`src/design/sabb_umul.sv`:
```
// ----------------------------------------------------------------------------
// sabb_umul
// Two-stage unsigned multiplier: four half-width partial products in the
// first stage, their shifted sum in the second.
// ----------------------------------------------------------------------------
module sabb_umul #(
    parameter int OP_WIDTH = 34
) (
    input  logic                    aclk,
    input  logic                    en_pp,
    input  logic                    en_prod,
    input  logic [OP_WIDTH-1:0]     a,
    input  logic [OP_WIDTH-1:0]     b,
    output logic [2*OP_WIDTH-1:0]   p
);

    localparam int LO_W = (OP_WIDTH + 1) / 2;
    localparam int HI_W = OP_WIDTH - LO_W;
    localparam int PW   = 2 * OP_WIDTH;

    logic [LO_W-1:0]        a_lo, b_lo;
    logic [HI_W-1:0]        a_hi, b_hi;
    logic [2*LO_W-1:0]      ll_next, ll_reg;
    logic [OP_WIDTH-1:0]    lh_next, lh_reg;
    logic [OP_WIDTH-1:0]    hl_next, hl_reg;
    logic [2*HI_W-1:0]      hh_next, hh_reg;
    logic [PW-1:0]          p_next, p_reg;

    assign a_lo = a[LO_W-1:0];
    assign a_hi = a[OP_WIDTH-1:LO_W];
    assign b_lo = b[LO_W-1:0];
    assign b_hi = b[OP_WIDTH-1:LO_W];

    assign ll_next = {{LO_W{1'b0}}, a_lo} * {{LO_W{1'b0}}, b_lo};
    assign lh_next = {{HI_W{1'b0}}, a_lo} * {{LO_W{1'b0}}, b_hi};
    assign hl_next = {{LO_W{1'b0}}, a_hi} * {{HI_W{1'b0}}, b_lo};
    assign hh_next = {{HI_W{1'b0}}, a_hi} * {{HI_W{1'b0}}, b_hi};

    assign p_next = PW'(ll_reg)
                  + (PW'(lh_reg) << LO_W)
                  + (PW'(hl_reg) << LO_W)
                  + (PW'(hh_reg) << (2 * LO_W));

    always_ff @(posedge aclk) begin
        if (en_pp) begin
            ll_reg <= ll_next;
            lh_reg <= lh_next;
            hl_reg <= hl_next;
            hh_reg <= hh_next;
        end
        if (en_prod) begin
            p_reg <= p_next;
        end
    end

    assign p = p_reg;

endmodule

```
`config.mk`:
```
export PLATFORM = sky130hd
export DESIGN_NAME = sabb_umul
export DESIGN_NICKNAME = d
export VERILOG_FILES = /design/src/design/sabb_umul.sv
export SDC_FILE = /design/constraint.sdc
export NUM_CORES = 2
export LEC_CHECK = 0
export BUFFER_PORTS_ARGS = -buffer_cell sky130_fd_sc_hd__buf_4
export CORE_AREA = 2 2 296 298
export CTS_CLUSTER_SIZE = 25
export DETAILED_ROUTE_END_ITERATION = 10
export DIE_AREA = 0 0 298 300
export PLACE_DENSITY = 0.77
export SYNTH_ARGS = -nofsm -noshare
export SYNTH_HDL_FRONTEND = slang
export SYNTH_SLANG_ARGS = --single-unit
export TNS_END_PERCENT = 20
```
`constraint.sdc`:
```
create_clock -name aclk -period 9.6 [get_ports aclk]
set_input_delay 0.48 -clock aclk [delete_from_list [all_inputs] [get_ports aclk]]
set_output_delay 0.48 -clock aclk [all_outputs]
set_load 0.02 [all_outputs]
```
Word-level counts from Yosys, hierarchy flattened
Index checks and enable logic that the tools add are counted.

Register bits: 204. Latch bits: 0. Memory bits (writable): 0. ROM bits: 0. Bits of input ports: 71. Output and inout port bits: 68. Logic and storage cells: 12. Memories kept: 0.

$add $sub $neg: 3. Multipliers: 4. Div/mod/pow operators: 0. Magnitude comparators: 0. Eq/ne operators: 0. Shift operators: 0. Muxes and demuxes: 0. Bitwise gates (word level): 0. Reductions and logical operators: 0.

Operators with widths (number): 17-bit by 17-bit multiplier with 34-bit output (4); 53-bit by 68-bit adder with 68-bit output (1); 52-bit by 51-bit adder with 53-bit output (1); 34-bit by 51-bit adder with 52-bit output (1).

Logic depth before layout (Yosys ltp)
Word-level depth: 3. Depth in mapped cells: 25. Mapped depth without buffers: 23.

Worst setup path before layout
No wires, ideal clock.

Path type: input to register. Start: input a[14]. End: register lh_reg[28] (data pin). Arrival time: 5.925 ns. Data required time: 9.339 ns. Path slack: 3.415 ns. Cell stages on the path: 22. Buffers on the path: 2. Cells stage by stage: clkbuf_1 -> clkbuf_1 -> nand2_1 -> fa_1 -> fa_1 -> fa_1 -> inv_1 -> fa_1 -> fa_1 -> inv_1 -> fa_1 -> inv_1 -> ha_1 -> a21o_1 -> a21o_1 -> a21oi_1 -> o21ai_0 -> a41oi_1 -> a21oi_1 -> or2_1 -> a211o_1 -> xor2_1.

Longest elaborated chain between the ends: 1.

Ends and longest elaborated chain: from (decl) (line 12) `input logic [OP_WIDTH-1:0] a,`; 17-bit by 17-bit multiplier with 34-bit output (line 35) `assign lh_next = {{HI_W{1'b0}}, a_lo} * {{LO_W{1'b0}}, b_hi};`; named net lh_next[28] (line 24) `logic [OP_WIDTH-1:0] lh_next, lh_reg;`; to (signal assigned) (line 47) `lh_reg <= lh_next;`; to (decl) (line 24).

The timed path passes the listed nets, and every way through them passes these cells. A chain may end at the register's enable or synchronous reset.

Final worst setup path
Start: input a[24]. End: register hh_reg[28] (data pin).

Longest elaborated chain between the ends: 1.

Ends and longest elaborated chain: 17-bit by 17-bit multiplier with 34-bit output (line 37) `assign hh_next = {{HI_W{1'b0}}, a_hi} * {{HI_W{1'b0}}, b_hi};`; named net hh_next[28] (line 26) `logic [2*HI_W-1:0] hh_next, hh_reg;`; to (signal assigned) (line 49) `hh_reg <= hh_next;`; to (decl) (line 26).

The timed path passes the listed nets, and every way through them passes these cells.

==> results.toml <==
[outcome]
status = "completed"

[clock_tree]
ctsHoldBuffers = 0
htree_levels = 1
clockBufferDepth = 3
cts_resized = 0
clkTransAtPathRegs_ps = 50
clock_latency_ps = 590
postCtsSetupBuffers = 0
clock-root-buffer = "clkbuf_16"
cts_buffers = 26
cts_tree = "yes"
clock-sinks = 204

[critical_path]
cp_cell_sequence = "buf_4 -> nand2_1 -> fa_1 -> inv_1 -> fa_1 -> inv_1 -> fa_1 -> inv_1 -> fa_1 -> fa_1 -> inv_1 -> fa_1 -> inv_1 -> ha_1 -> and3_1 -> and3_1 -> o211ai_1 -> a21boi_1 -> a41oi_1 -> o21ai_1 -> a31oi_1 -> o21ai_1 -> xnor2_1"
crit_path_frequent_cell = "fa_1"
path_max_fanout = 34
slowest_stage = "fa_1"
r2r_cells = 13
critPathKind = "primary input to flop"
end_kind = "flop"
cpPeakStageDelay_ps = 560
start_kind = "primary input"
worstPathRequired_ps = 9930
worstPathArrival_ps = 6740

[logic_synthesis]
syn-num-nets = 6473
netlist_instances = 5005
ys_warn_count = 0
yosys_most_used_dff = "edfxtp_1"
async_reset_ff_share_pct = 0
synth_edf_count = 204
synth-seq-cells = 204
synth_cell_type_count = 67
postSynthAreaPerCell_um2 = 9.40
yosysSeqAreaShare_pct = 13.0
synth_area_mm2 = 0.0470

[cells_and_area]
final_area_mm2 = 0.0495
largest_reg_flops = 68
num-fill-cells = 7369
area_delta_synth_final_pct = 5.27
instances_no_fill = 6113
layout.nets = 6409
antenna_cells_inserted = 0
drive_gt1_share_pct = 4.24

[min_path]
hp-class = "primary input to flop"
worstHoldPathCells = 1

[routing]
num_vias = 33900
drt_iter0_drc = 2247
wl_per_cell_um = 18.9
wl_um = 116000
firstDrtPassIters = 7
detail_route.drc_violations = 0
viasPerCell = 5.55
ant_nets = 0

[timing]
worstMarginPinSlew_ps = 915
relSlewSlack_pct = 39.0
rsz0062_at_grt = "false"
fin_crit_sh_pct = 66.8
setup_viol = 0
tns_ps = 0
final_max_slew_viol_count = 0
fin_skew_ps = 10.9
clock.fmax_ghz = 0.156
setup_ws_ps = 3190
period_needed_ps = 6410
hold_viol_final = 0

[place]
hpwl_um = 88800
gp_congestion = 0.916
placed_cells = 6068
place_ws_ps = 2660
place_area_mm2 = 0.0487
io_buffers = 138

[grt]
overflow = 0
grt_start_max_net_pins = 75
grt_pass1_wl_um = 191000
grt_pass1_vias = 36300
track_usage_pct = 26.9
antenna_found_initial = 0

[floorplan]
num_rows = 108
fp.coreArea_mm2 = 0.0862
start_util_pct = 54.6
boundaryPins = 139
dieHeight_um = 300
dieArea_mm2 = 0.0894
die_w_um = 298

[job]
drv_cap = 0
layout make-up:
cell class | instances | area (um2) | area share [%]
clock inverters | 15 | 175 | 0.354
multi-input cells | 3450 | 35800 | 72.4
flip-flops and latches | 204 | 6130 | 12.4
clock buffers | 30 | 666 | 1.34
inverters | 1116 | 4190 | 8.46
repair buffers | 143 | 1080 | 2.18
well taps | 1155 | 1450 | 2.92
kinds of logic (layout without fill, tap and decap cells):
group                      after synthesis  after routing  synth area share, %
DFF                                    204            204                 13.0
buffers and inverters                 1351           1304                 10.8
xor gates and xnor gates               155            155                 2.89
adders and majority gates             1397           1397                 52.0
and+or+nand+nor                       1454           1454                 15.0
muxes                                    2              2               0.0426
AOI/OAI and AO/OA                      442            442                 6.29
worst max-delay path: cells and delay by family:
family / cells / cell delay [ps]
buffers and inverters: 6 / 610
adders and majority gates: 7 / 3350
and+or+nand+nor: 3 / 570
xor gates and xnor gates: 1 / 80
AOI/OAI and AO/OA: 6 / 1570
per-stage QoR:
step	hold WS [ps]	utilization (%)
after floorplan	400	-
after global placement	401	56.5
after detailed placement	405	56.5
after CTS	404	57.4
after global routing	425	57.4
final	405	57.4
cell usage in the layout (no fill, tap or decap), drive strengths merged, types with 13 or more instances in the layout:
cell       n
xnor2    117
fa       931
o21ai     63
nand3     35
a21o      83
inv     1118
a31oi     15
nand2b    17
nor2b     16
edfxtp   204
o21bai    24
buf      143
nor2      81
and3      15
ha       466
xor2      38
clkbuf    30
o21a      28
a21oi    139
nand2    726
nor3      13
nand4     22
and2     514
cell usage after synthesis (38+ instances only):
library cell	number	share of area, %
and2_1	514	6.8
xnor2_1	117	2.2
nor2_1	81	0.65
ha_1	466	12
o21ai_0	44	0.47
a21o_1	83	1.3
edfxtp_1	204	13
inv_1	1116	8.9
a21oi_1	136	1.4
xor2_1	38	0.71
nand2_1	726	5.8
clkbuf_1	235	1.9
fa_1	931	40
worst paths after layout:
check / startpoint / slack (ps) / to
hold / removal: en_prod / 410 / p[67]
hold reg to reg: ll_reg[14] / 420 / p[14]
setup / recovery: a[24] / 3190 / hh_reg[28]
setup reg to reg: ll_reg[18] / 4850 / p[60]
per-layer routing:
layer	vias up	routed length (um)	GRT usage, %
met3	301	7900	3.36
li1	15000	-	-
met4	0	7400	14.3
met1	17300	45100	34.6
met5	-	0	0
met2	1337	55300	44.8
Power is left out: the tool's default activity adds up to more than one toggle a clock period on the data nets, which glitch-free logic cannot reach.
